==> config.mk <==
export PLATFORM = sky130hd
export DESIGN_NAME = hid_axis_value_normalizer
export DESIGN_NICKNAME = d
export VERILOG_FILES = /design/src/design/hidnorm_pkg.sv /design/src/design/hidnorm_front.sv /design/src/design/hidnorm_queue.sv /design/src/design/hidnorm_back.sv /design/src/design/hid_axis_value_normalizer.sv
export SDC_FILE = /design/constraint.sdc
export NUM_CORES = 2
export LEC_CHECK = 0
export ABC_CLOCK_PERIOD_IN_PS = 49100
export BUFFER_PORTS_ARGS = -buffer_cell sky130_fd_sc_hd__buf_2
export CAP_MARGIN = 20
export CELL_PAD_IN_SITES_DETAIL_PLACEMENT = 2
export CELL_PAD_IN_SITES_GLOBAL_PLACEMENT = 2
export CORE_AREA = 5 5 454 456
export DETAILED_ROUTE_END_ITERATION = 10
export DIE_AREA = 0 0 459 461
export HOLD_SLACK_MARGIN = 0.02
export PLACE_DENSITY = 0.95
export SETUP_SLACK_MARGIN = 0.1
export SLEW_MARGIN = 0
export SYNTH_ARGS = -nofsm -noshare
export SYNTH_HDL_FRONTEND = slang
export SYNTH_HIERARCHICAL = 1
export SYNTH_SLANG_ARGS = --single-unit
==> constraint.sdc <==
create_clock -name clock -period 49.1 [get_ports clock]
set_input_delay 9.82 -clock clock [delete_from_list [all_inputs] [get_ports clock]]
set_output_delay 9.82 -clock clock [all_outputs]
set_load 0.03 [all_outputs]
==> src/design/hidnorm_pkg.sv <==
// shared types, codes and lookup functions for the hid axis value normalizer
package hidnorm_pkg;

   localparam int RAW_W   = 32;
   localparam int BITS_W  = 6;
   localparam int LEVEL_W = 17;
   localparam int MASK_W  = 4;
   localparam int NUM_W   = 35;
   localparam int DEN_W   = 32;

   localparam int QUEUE_DEPTH = 4;
   localparam int QUEUE_PTR_W = 2;
   localparam int QUEUE_CNT_W = 3;

   localparam logic [DEN_W-1:0] FALLBACK_RANGE = 32'h0000_FFFF;

   // action codes
   localparam logic [1:0] ACT_STICK   = 2'd0;
   localparam logic [1:0] ACT_TRIGGER = 2'd1;
   localparam logic [1:0] ACT_HAT     = 2'd2;

   // d-pad direction bits
   localparam logic [MASK_W-1:0] DIR_UP    = 4'b0001;
   localparam logic [MASK_W-1:0] DIR_DOWN  = 4'b0010;
   localparam logic [MASK_W-1:0] DIR_LEFT  = 4'b0100;
   localparam logic [MASK_W-1:0] DIR_RIGHT = 4'b1000;

   typedef enum logic [1:0] {
      OP_STICK,
      OP_TRIGGER,
      OP_FIXED
   } op_type;

   typedef struct packed {
      logic [1:0]               action;
      logic [RAW_W-1:0]         raw_value;
      logic signed [RAW_W-1:0]  logical_min;
      logic signed [RAW_W-1:0]  logical_max;
      logic [BITS_W-1:0]        field_bits;
   } req_type;

   typedef struct packed {
      logic signed [LEVEL_W-1:0] level;
      logic [MASK_W-1:0]         dpad_mask;
   } rsp_type;

   typedef struct packed {
      op_type                  op;
      logic signed [NUM_W-1:0] num;
      logic [DEN_W-1:0]        den;
      logic [MASK_W-1:0]       mask;
   } work_type;

   function automatic logic [MASK_W-1:0] hat8_mask(input logic [2:0] pos);
      logic [MASK_W-1:0] m;
      case (pos)
         3'd0:    m = DIR_UP;
         3'd1:    m = DIR_UP | DIR_RIGHT;
         3'd2:    m = DIR_RIGHT;
         3'd3:    m = DIR_DOWN | DIR_RIGHT;
         3'd4:    m = DIR_DOWN;
         3'd5:    m = DIR_DOWN | DIR_LEFT;
         3'd6:    m = DIR_LEFT;
         default: m = DIR_UP | DIR_LEFT;
      endcase
      return m;
   endfunction

   function automatic logic [MASK_W-1:0] hat4_mask(input logic [1:0] pos);
      logic [MASK_W-1:0] m;
      case (pos)
         2'd0:    m = DIR_UP;
         2'd1:    m = DIR_RIGHT;
         2'd2:    m = DIR_DOWN;
         default: m = DIR_LEFT;
      endcase
      return m;
   endfunction

endpackage

==> src/design/hidnorm_front.sv <==
// front end: interprets the raw field and forms numerator, range and hat mask
module hidnorm_front import hidnorm_pkg::*; (
   input  req_type  req,
   output work_type work
);

   logic                    bits_ok;
   logic [DEN_W-1:0]        low_mask;
   logic [DEN_W-1:0]        fb_range;
   logic                    sign_bit;
   logic [RAW_W-1:0]        ext_raw;
   logic signed [RAW_W-1:0] val;
   logic signed [NUM_W-1:0] val_x;
   logic signed [NUM_W-1:0] lo_x;
   logic signed [NUM_W-1:0] hi_x;
   logic signed [NUM_W-1:0] span_x;
   logic signed [NUM_W-1:0] fb_num;
   logic signed [NUM_W-1:0] stick_num;
   logic signed [NUM_W-1:0] trig_num;
   logic                    range_ok;
   logic signed [RAW_W-1:0] hat_val;
   logic                    hat_in;
   logic [2:0]              hat_pos;
   logic [MASK_W-1:0]       hat_mask;

   always_comb begin
      bits_ok  = req.field_bits inside {[6'd1:6'd31]};
      low_mask = (32'd1 << req.field_bits[4:0]) - 32'd1;
      fb_range = bits_ok ? low_mask : FALLBACK_RANGE;

      // sign extension from the descriptor width (top bit of low_mask is the sign)
      sign_bit = |(req.raw_value & (low_mask ^ (low_mask >> 1)));
      ext_raw  = sign_bit ? (req.raw_value | ~low_mask) : (req.raw_value & low_mask);
      val      = (req.logical_min < 0 && bits_ok) ? $signed(ext_raw)
                                                  : $signed(req.raw_value);

      val_x  = NUM_W'(val);
      lo_x   = NUM_W'(req.logical_min);
      hi_x   = NUM_W'(req.logical_max);
      span_x = hi_x - lo_x;

      range_ok  = req.logical_min < req.logical_max;
      stick_num = (val_x <<< 1) - lo_x - hi_x;
      trig_num  = val_x - lo_x;
      fb_num    = $signed({2'b00, req.raw_value, 1'b0}) - $signed({3'b000, fb_range});

      // hat switch: position is raw - min, valid only inside the logical range
      hat_val  = $signed(req.raw_value);
      hat_in   = hat_val >= req.logical_min && hat_val <= req.logical_max;
      hat_pos  = req.raw_value[2:0] - req.logical_min[2:0];
      hat_mask = '0;
      if (hat_in) begin
         if (span_x == NUM_W'(7)) begin
            hat_mask = hat8_mask(hat_pos);
         end else if (span_x == NUM_W'(3)) begin
            hat_mask = hat4_mask(hat_pos[1:0]);
         end
      end

      work.num  = fb_num;
      work.den  = range_ok ? span_x[DEN_W-1:0] : fb_range;
      work.mask = '0;
      case (req.action)
         ACT_STICK: begin
            work.op = OP_STICK;
            if (range_ok) begin
               work.num = stick_num;
            end
         end
         ACT_TRIGGER: begin
            work.op = OP_TRIGGER;
            if (range_ok) begin
               work.num = trig_num;
            end
         end
         ACT_HAT: begin
            work.op   = OP_FIXED;
            work.mask = hat_mask;
         end
         default: begin
            work.op = OP_FIXED;
         end
      endcase
   end

endmodule

==> src/design/hidnorm_queue.sv <==
// short fifo that decouples the front end from the divider pipeline
module hidnorm_queue import hidnorm_pkg::*; (
   input  logic     clock,
   input  logic     reset,
   input  logic     wr_en,
   input  work_type wr_data,
   output logic     full,
   input  logic     rd_en,
   output work_type rd_data,
   output logic     empty
);

   work_type                entry_ff [QUEUE_DEPTH];
   logic [QUEUE_PTR_W-1:0]  wr_ptr_ff, wr_ptr_in;
   logic [QUEUE_PTR_W-1:0]  rd_ptr_ff, rd_ptr_in;
   logic [QUEUE_CNT_W-1:0]  count_ff, count_in;
   logic                    do_wr, do_rd;

   always_comb begin
      full      = count_ff == QUEUE_CNT_W'(QUEUE_DEPTH);
      empty     = count_ff == '0;
      do_wr     = wr_en && !full;
      do_rd     = rd_en && !empty;
      wr_ptr_in = do_wr ? wr_ptr_ff + 1'b1 : wr_ptr_ff;
      rd_ptr_in = do_rd ? rd_ptr_ff + 1'b1 : rd_ptr_ff;
      count_in  = count_ff + QUEUE_CNT_W'(do_wr) - QUEUE_CNT_W'(do_rd);
      rd_data   = entry_ff[rd_ptr_ff];
   end

   always_ff @(posedge clock) begin
      if (reset) begin
         wr_ptr_ff <= '0;
         rd_ptr_ff <= '0;
         count_ff  <= '0;
      end else begin
         wr_ptr_ff <= wr_ptr_in;
         rd_ptr_ff <= rd_ptr_in;
         count_ff  <= count_in;
      end
   end

   always_ff @(posedge clock) begin
      if (do_wr) begin
         entry_ff[wr_ptr_ff] <= wr_data;
      end
   end

endmodule

==> src/design/hidnorm_back.sv <==
// back end: saturation decision, one-bit-per-stage divider and result register
module hidnorm_back import hidnorm_pkg::*; #(
   parameter int FRACTION_BITS = 15
) (
   input  logic     clock,
   input  logic     reset,
   input  logic     in_valid,
   input  work_type in_data,
   output logic     in_take,
   output logic     rsp_empty,
   input  logic     rsp_pop,
   output rsp_type  rsp_data
);

   localparam int LW = FRACTION_BITS + 2;
   localparam int NS = FRACTION_BITS + 1;
   localparam logic signed [LW-1:0] LEVEL_ONE = LW'(64'd1 << FRACTION_BITS);

   logic                       adv;
   logic                       valid_ff [NS];
   logic                       byp_ff   [NS];
   logic signed [LW-1:0]       fix_ff   [NS];
   logic [DEN_W-1:0]           rem_ff   [NS];
   logic [DEN_W-1:0]           den_ff   [NS];
   logic [FRACTION_BITS-1:0]   quo_ff   [NS];
   logic                       neg_ff   [NS];
   logic [MASK_W-1:0]          mask_ff  [NS];

   logic                       byp_in;
   logic signed [LW-1:0]       fix_in;
   logic [DEN_W-1:0]           rem_in;
   logic                       neg_in;
   logic signed [NUM_W-1:0]    den_x;
   logic signed [NUM_W-1:0]    abs_num;

   logic                       out_valid_ff, out_valid_in;
   rsp_type                    out_data_ff, out_data_in;
   logic signed [LW-1:0]       quo_x;
   logic signed [LW-1:0]       lvl;

   assign adv     = !out_valid_ff || rsp_pop;
   assign in_take = adv && in_valid;

   // stage 0: saturate at range, 0 for fixed ops and negative triggers, else divide
   always_comb begin
      den_x   = $signed({3'b000, in_data.den});
      abs_num = in_data.num[NUM_W-1] ? -in_data.num : in_data.num;
      neg_in  = in_data.num[NUM_W-1];
      rem_in  = abs_num[DEN_W-1:0];
      byp_in  = 1'b1;
      fix_in  = '0;
      if (in_data.op != OP_FIXED) begin
         if (in_data.num >= den_x) begin
            fix_in = LEVEL_ONE;
         end else if (in_data.num + den_x <= 0) begin
            fix_in = (in_data.op == OP_STICK) ? -LEVEL_ONE : '0;
         end else if (neg_in && in_data.op == OP_TRIGGER) begin
            fix_in = '0;
         end else begin
            byp_in = 1'b0;
         end
      end
   end

   always_ff @(posedge clock) begin
      if (reset) begin
         valid_ff[0] <= 1'b0;
      end else if (adv) begin
         valid_ff[0] <= in_valid;
      end
   end

   always_ff @(posedge clock) begin
      if (adv) begin
         byp_ff[0]  <= byp_in;
         fix_ff[0]  <= fix_in;
         rem_ff[0]  <= rem_in;
         den_ff[0]  <= in_data.den;
         quo_ff[0]  <= '0;
         neg_ff[0]  <= neg_in;
         mask_ff[0] <= in_data.mask;
      end
   end

   // restoring division, one quotient bit per stage
   for (genvar k = 1; k < NS; k++) begin : g_div
      logic [DEN_W:0]   dbl;
      logic             ge;
      logic [DEN_W-1:0] rem_next;

      always_comb begin
         dbl      = {rem_ff[k-1], 1'b0};
         ge       = dbl >= {1'b0, den_ff[k-1]};
         rem_next = ge ? DEN_W'(dbl - {1'b0, den_ff[k-1]}) : dbl[DEN_W-1:0];
      end

      always_ff @(posedge clock) begin
         if (reset) begin
            valid_ff[k] <= 1'b0;
         end else if (adv) begin
            valid_ff[k] <= valid_ff[k-1];
         end
      end

      always_ff @(posedge clock) begin
         if (adv) begin
            byp_ff[k]  <= byp_ff[k-1];
            fix_ff[k]  <= fix_ff[k-1];
            rem_ff[k]  <= rem_next;
            den_ff[k]  <= den_ff[k-1];
            quo_ff[k]  <= {quo_ff[k-1][FRACTION_BITS-2:0], ge};
            neg_ff[k]  <= neg_ff[k-1];
            mask_ff[k] <= mask_ff[k-1];
         end
      end
   end

   always_comb begin
      quo_x = $signed({2'b00, quo_ff[NS-1]});
      lvl   = byp_ff[NS-1] ? fix_ff[NS-1] : (neg_ff[NS-1] ? -quo_x : quo_x);
      out_data_in.level     = LEVEL_W'(lvl);
      out_data_in.dpad_mask = mask_ff[NS-1];
      out_valid_in = adv ? valid_ff[NS-1] : out_valid_ff;
   end

   always_ff @(posedge clock) begin
      if (reset) begin
         out_valid_ff <= 1'b0;
      end else begin
         out_valid_ff <= out_valid_in;
      end
   end

   always_ff @(posedge clock) begin
      if (adv) begin
         out_data_ff <= out_data_in;
      end
   end

   assign rsp_empty = !out_valid_ff;
   assign rsp_data  = out_data_ff;

endmodule

==> src/design/hid_axis_value_normalizer.sv <==
// hid axis value normalizer: top level joining front end, queue and divider pipeline
//
// One HID value field enters per beat (push while full is low) and one result
// leaves per beat (pop while empty is low), in order. Stick action maps the
// logical range onto [-1,1], trigger onto [0,1], with 1.0 = 2^FRACTION_BITS,
// truncated toward zero and saturated; when min is not below max the range
// falls back to 2^field_bits-1 (or 65535). Hat action gives a d-pad mask for
// 8- and 4-position switches. The block sustains one beat per cycle in both
// directions while the output side keeps up; each result passes through the
// queue, the divider pipeline that produces one quotient bit per stage and
// the result register. A four-entry queue sits between the classifying front
// end and the pipeline, so a stalled output side backs up the pipeline first
// and raises full only once the queue has filled.
module hid_axis_value_normalizer import hidnorm_pkg::*; #(
   parameter int FRACTION_BITS = 15
) (
   input  logic    clock,
   input  logic    reset,
   input  logic    push,
   output logic    full,
   input  req_type req_data,
   output logic    empty,
   input  logic    pop,
   output rsp_type rsp_data
);

   work_type front_work;
   work_type queue_head;
   logic     queue_empty;
   logic     back_take;

   // front end: classify action, interpret raw value, build numerator and range
   hidnorm_front u_front (
      .req  (req_data),
      .work (front_work)
   );

   // decoupling queue; its full flag is the input side's full
   hidnorm_queue u_queue (
      .clock   (clock),
      .reset   (reset),
      .wr_en   (push),
      .wr_data (front_work),
      .full    (full),
      .rd_en   (back_take),
      .rd_data (queue_head),
      .empty   (queue_empty)
   );

   // back end: saturation, pipelined division and result register
   hidnorm_back #(
      .FRACTION_BITS (FRACTION_BITS)
   ) u_back (
      .clock     (clock),
      .reset     (reset),
      .in_valid  (!queue_empty),
      .in_data   (queue_head),
      .in_take   (back_take),
      .rsp_empty (empty),
      .rsp_pop   (pop),
      .rsp_data  (rsp_data)
   );

   // nothing to deliver right after reset
   a_reset_empty: assert property (@(posedge clock) reset |=> empty)
      else $error("result pending after reset");

   // a nonzero level only comes from stick or trigger, which carry no d-pad bits
   a_level_no_mask: assert property (@(posedge clock) disable iff (reset)
      !empty && rsp_data.level != '0 |-> rsp_data.dpad_mask == '0)
      else $error("level and d-pad mask both set");

   // a hat never points in two opposite directions
   a_no_opposite: assert property (@(posedge clock) disable iff (reset)
      !empty |-> !(rsp_data.dpad_mask[0] && rsp_data.dpad_mask[1]) &&
                 !(rsp_data.dpad_mask[2] && rsp_data.dpad_mask[3]))
      else $error("opposite d-pad directions");

endmodule
==> flow_summary.ini, run 1 <==
[synth]
syn-cell-area_um2 = 94300
ys_warn_count = 6
synth_edf_count = 1537
synth_top_cell_area_share = 0.489
seq_area_frac_synth = 0.491
syn_nets = 9487
synth-main-ff-cell = edfxtp_1
yosys.cell_types.count = 106
synthTopCellsByArea = edfxtp_1 49%, ha_1 10%, a21oi_1 3.4%
async_flop_share = 0
avgSynthCellArea_um2 = 11.0
syn_inst = 8551
synth_seq_cells = 1547
synth_top_area_cell = edfxtp_1

[placement]
port_buffers = 130
dp_hpwl_um = 298000
gp_congestion = 0.946

[floorplanning]
pin_count = 131
die_x_um = 459
initial_utilization = 0.469
die_h_um = 461
rows = 165

[cts]
root_buffer = clkbuf_16
cts_buffers = 174
cts_setup_buffers = 0
cts_sinks = 1547
cts_hold_buf = 0
clock_path_buffers = 3
h-tree-depth = 4
cts.repair.resized = 0

[run_status]
outcome = did not finish
tool.error = [ERROR GRT-0232] Routing congestion too high. Check the congestion heatmap in the GUI.
lastStage = global routing

[global_route]
antenna_found_initial = 100
grt_util_all_layers = 0.741
overflow = 104
grt_max_degree = 149
## per-stage QoR
step / setup WS, ps / util / std cells / area [um2]
detailed placement: 30550 / 0.487 / 11200 / 97900
floorplan: 12170 / - / 8551 / 94300
CTS: 31200 / 0.514 / 11500 / 103000
global placement: 30950 / 0.487 / 11200 / 97900
## routing by layer
metal | global-route usage | GRT overflow
met1 | 0.725 | 5
met5 | 0.518 | 0
met2 | 0.862 | 44
met4 | 0.730 | 44
met3 | 0.643 | 11
## cell families after synthesis
kind of cell               share of synthesized area
muxes                                         0.0456
xor gates and xnor gates                      0.0459
adders and majority gates                      0.114
buffers and inverters                         0.0425
DFF                                            0.491
other                                      0.0000796
AOI/OAI and AO/OA                              0.153
and+or+nand+nor                                0.108
## synthesized netlist by cell type (16+ instances only)
cell and count:
o21a_1 87, a211o_1 21, nand4_1 115, mux4_2 72
o21ai_0 579, xnor2_1 306, nand2b_1 134, xor2_1 188
fa_1 52, o211ai_1 51, o21bai_1 65, nor2b_1 108
mux2_2 192, o2111ai_1 24, or2_2 43, buf_2 37
ha_1 776, a21o_1 276, o41ai_1 17, nand3_1 125
o31ai_1 79, edfxtp_1 1537, inv_1 807, and2_1 70
a21boi_0 22, clkbuf_1 145, nand2_1 576, or3_1 41
nor2_1 516, a21oi_1 646, mux2i_1 49, nor4_1 57
and4_1 24, nor3b_1 20, o31a_1 25, a2111oi_0 21
nor3_1 147, a31o_2 16, a211oi_1 80, and3_1 40
a221oi_1 18, a31oi_1 69
==> run 2, diff against run 1 <==
--- a/config.mk
+++ b/config.mk
@@ -8,14 +8,10 @@
 export ABC_CLOCK_PERIOD_IN_PS = 49100
 export BUFFER_PORTS_ARGS = -buffer_cell sky130_fd_sc_hd__buf_2
 export CAP_MARGIN = 20
-export CELL_PAD_IN_SITES_DETAIL_PLACEMENT = 2
-export CELL_PAD_IN_SITES_GLOBAL_PLACEMENT = 2
-export CORE_AREA = 5 5 454 456
+export CORE_AREA = 5 5 492 494
 export DETAILED_ROUTE_END_ITERATION = 10
-export DIE_AREA = 0 0 459 461
-export HOLD_SLACK_MARGIN = 0.02
-export PLACE_DENSITY = 0.95
-export SETUP_SLACK_MARGIN = 0.1
+export DIE_AREA = 0 0 497 499
+export PLACE_DENSITY_LB_ADDON = 0.15
 export SLEW_MARGIN = 0
 export SYNTH_ARGS = -nofsm -noshare
 export SYNTH_HDL_FRONTEND = slang
==> run 2 against run 1 <==
The run now ends clean. Synthesized cell count stayed put. Area after synthesis stayed put.
==> flow_summary.ini, run 2 <==
[placement]
dp_cells = 11700
pre_cts_ws_ps = 31100
dp_hpwl_um = 210000
gp_congestion = 0.978
port_buffers = 130

[critical_path]
cp_top_family = compound AO/OA/AOI/OAI gates
critPathBufInv = 4
cpPeakStageDelay_ps = 610
end_kind = flop
required_ps = 49660
worst-setup-path-type = input pin to flop
worst_path_most_repeated_cell = o21ai_0
critPathLaunchType = input pin
path_depth = 30
cp.arrival_ps = 17800
reg2reg_depth = 14
slowest_stage = nor2_1
critPathMaxFanout = 39

[global_route]
overflow = 0
grt_pass1_vias = 68500
grtUsageMet2 = 0.410
use_met1 = 0.206
grt_pass1_wl_um = 401000
busiest_layer = met2
met3_usage = 0.0236
grt_max_degree = 161
grt_util_all_layers = 0.209
antenna_found_initial = 5

[synth]
seq_area_frac_synth = 0.491
syn_inst = 8551
synth_seq_cells = 1547
yosys.cell_types.count = 106
syn-cell-area_um2 = 94300
ys_warn_count = 6
synth_most_common_cell = edfxtp_1
synth-main-ff-cell = edfxtp_1
synth_top_cell_area_share = 0.489
synthTopCellsByArea = edfxtp_1 49%, ha_1 10%, a21oi_1 3.4%
async_flop_share = 0
synth_edf_count = 1537
syn_nets = 9487
synth_commonest_cells = 1537 x edfxtp_1, 807 x inv_1, 776 x ha_1
synth_top_area_cell = edfxtp_1
avgSynthCellArea_um2 = 11.0

[cts]
cts_buffers = 173
cts_tree = yes
cts.repair.resized = 0
clk_latency_ps = 830
h-tree-depth = 4
cts_setup_buffers = 0
root_buffer = clkbuf_16
cts_sinks = 1547
cts_hold_buf = 0
clock_path_buffers = 3
cts.clk_slew.worst_paths_ps = 60

[job]
cap_viol_max_count = 0

[cells_and_area]
layout_common_cells = 1537 x edfxtp_1, 806 x inv_1, 776 x ha_1
utilization = 0.441
final_nets = 9661
drive_gt1_frac = 0.0935
instances_no_fill = 12000
final_common_cell = edfxtp_1
n_fill_cell = 22200
synthToLayoutAreaGrowth_pct = 10.7
top_regs = u_back/den_ff x480, u_back/rem_ff x480, u_queue/entry_ff x292

[timing]
setup_ws_ps = 31860
fin_crit_ps = 17240
setup_tns_ps = 0
post-route-period-util = 0.351
setup_viol = 0
slew_headroom = 0.212
tightest_slew_ps = 1170
clock_skew_ps = 31.1
slew_violations = 0
hold_viol_final = 0
rsz0062_at_grt = false
fmax_mhz = 58.0

[routing]
first_iter_violations = 3775
routed_wl_um = 265000
vias_per_cell = 5.47
wire_per_inst_um = 22.0
drt_drc_violations_left = 0
dr.pass1.iters = 6
vias = 65900
ant_nets = 0

[hold_path]
min_path_type = flop to flop
hold_depth = 0

[floorplanning]
fp.coreArea_um2 = 237000
pin_count = 131
initial_utilization = 0.398
rows = 179
die_h_um = 499
die-area_um2 = 248000
die_x_um = 497

[run_status]
outcome = completed
-- run 2: cell counts after synthesis --
No cell type changed its count.
-- run 2: through the flow --
stage	hold slack [ps]	area, um2
after floorplan	400	94300
after global placement	401	98700
after detailed placement	405	98700
after CTS	397	104000
after global routing	418	104000
final	408	104000
-- run 2: logic make-up after synthesis --
family | share of synthesized area
other cells | 0.0000796
xor+xnor | 0.0459
compound gates | 0.153
simple gates | 0.108
fa+ha+maj | 0.114
mux | 0.0456
buf+inv | 0.0425
flops | 0.491
-- run 2: final timing paths --
| path | start | end | slack (ps) |
|---|---|---|---|
| setup / recovery | req_data[4] | u_queue/entry_ff[0][67] | 31860 |
| hold / removal | u_back/fix_ff[2][16] | u_back/fix_ff[3][16] | 410 |
| setup reg to reg | flop | u_back/fix_ff[0][16] | 42160 |
| hold reg to reg | u_back/fix_ff[2][16] | u_back/fix_ff[3][16] | 410 |
-- run 2: layout make-up --
cell class	instances	area, um2	area share
clock inverter	99	1230	0.0118
multi-input combinational	5988	44100	0.422
timing repair buffer	204	1220	0.0117
sequential	1547	46400	0.444
clock buffer	214	4480	0.0429
antenna	5	12.5	0.000120
inverter	811	3050	0.0292
tap	3167	3960	0.0379
-- run 2: worst reg2reg max path, delay by kind of cell, from the launching register on --
kind                       cells  cell delay (ps)
AOI/OAI and AO/OA              5             1750
muxes                          1              680
buffers and inverters          2              900
and+or+nand+nor                5             2120
DFF                            1              760
adders and majority gates      1              420
-- run 2: per-layer routing --
metal  part of all wire  vias up  wire length, um
li1                   -    32000                -
met1               0.35    31900            94000
met2               0.54     1383           144000
met3              0.029      569             7710
met4              0.074        2            19800
met5           0.000026        -                7
Power of run 2 is left out: the tool's default activity adds up to more than one toggle a clock period on the data nets, which glitch-free logic cannot reach.
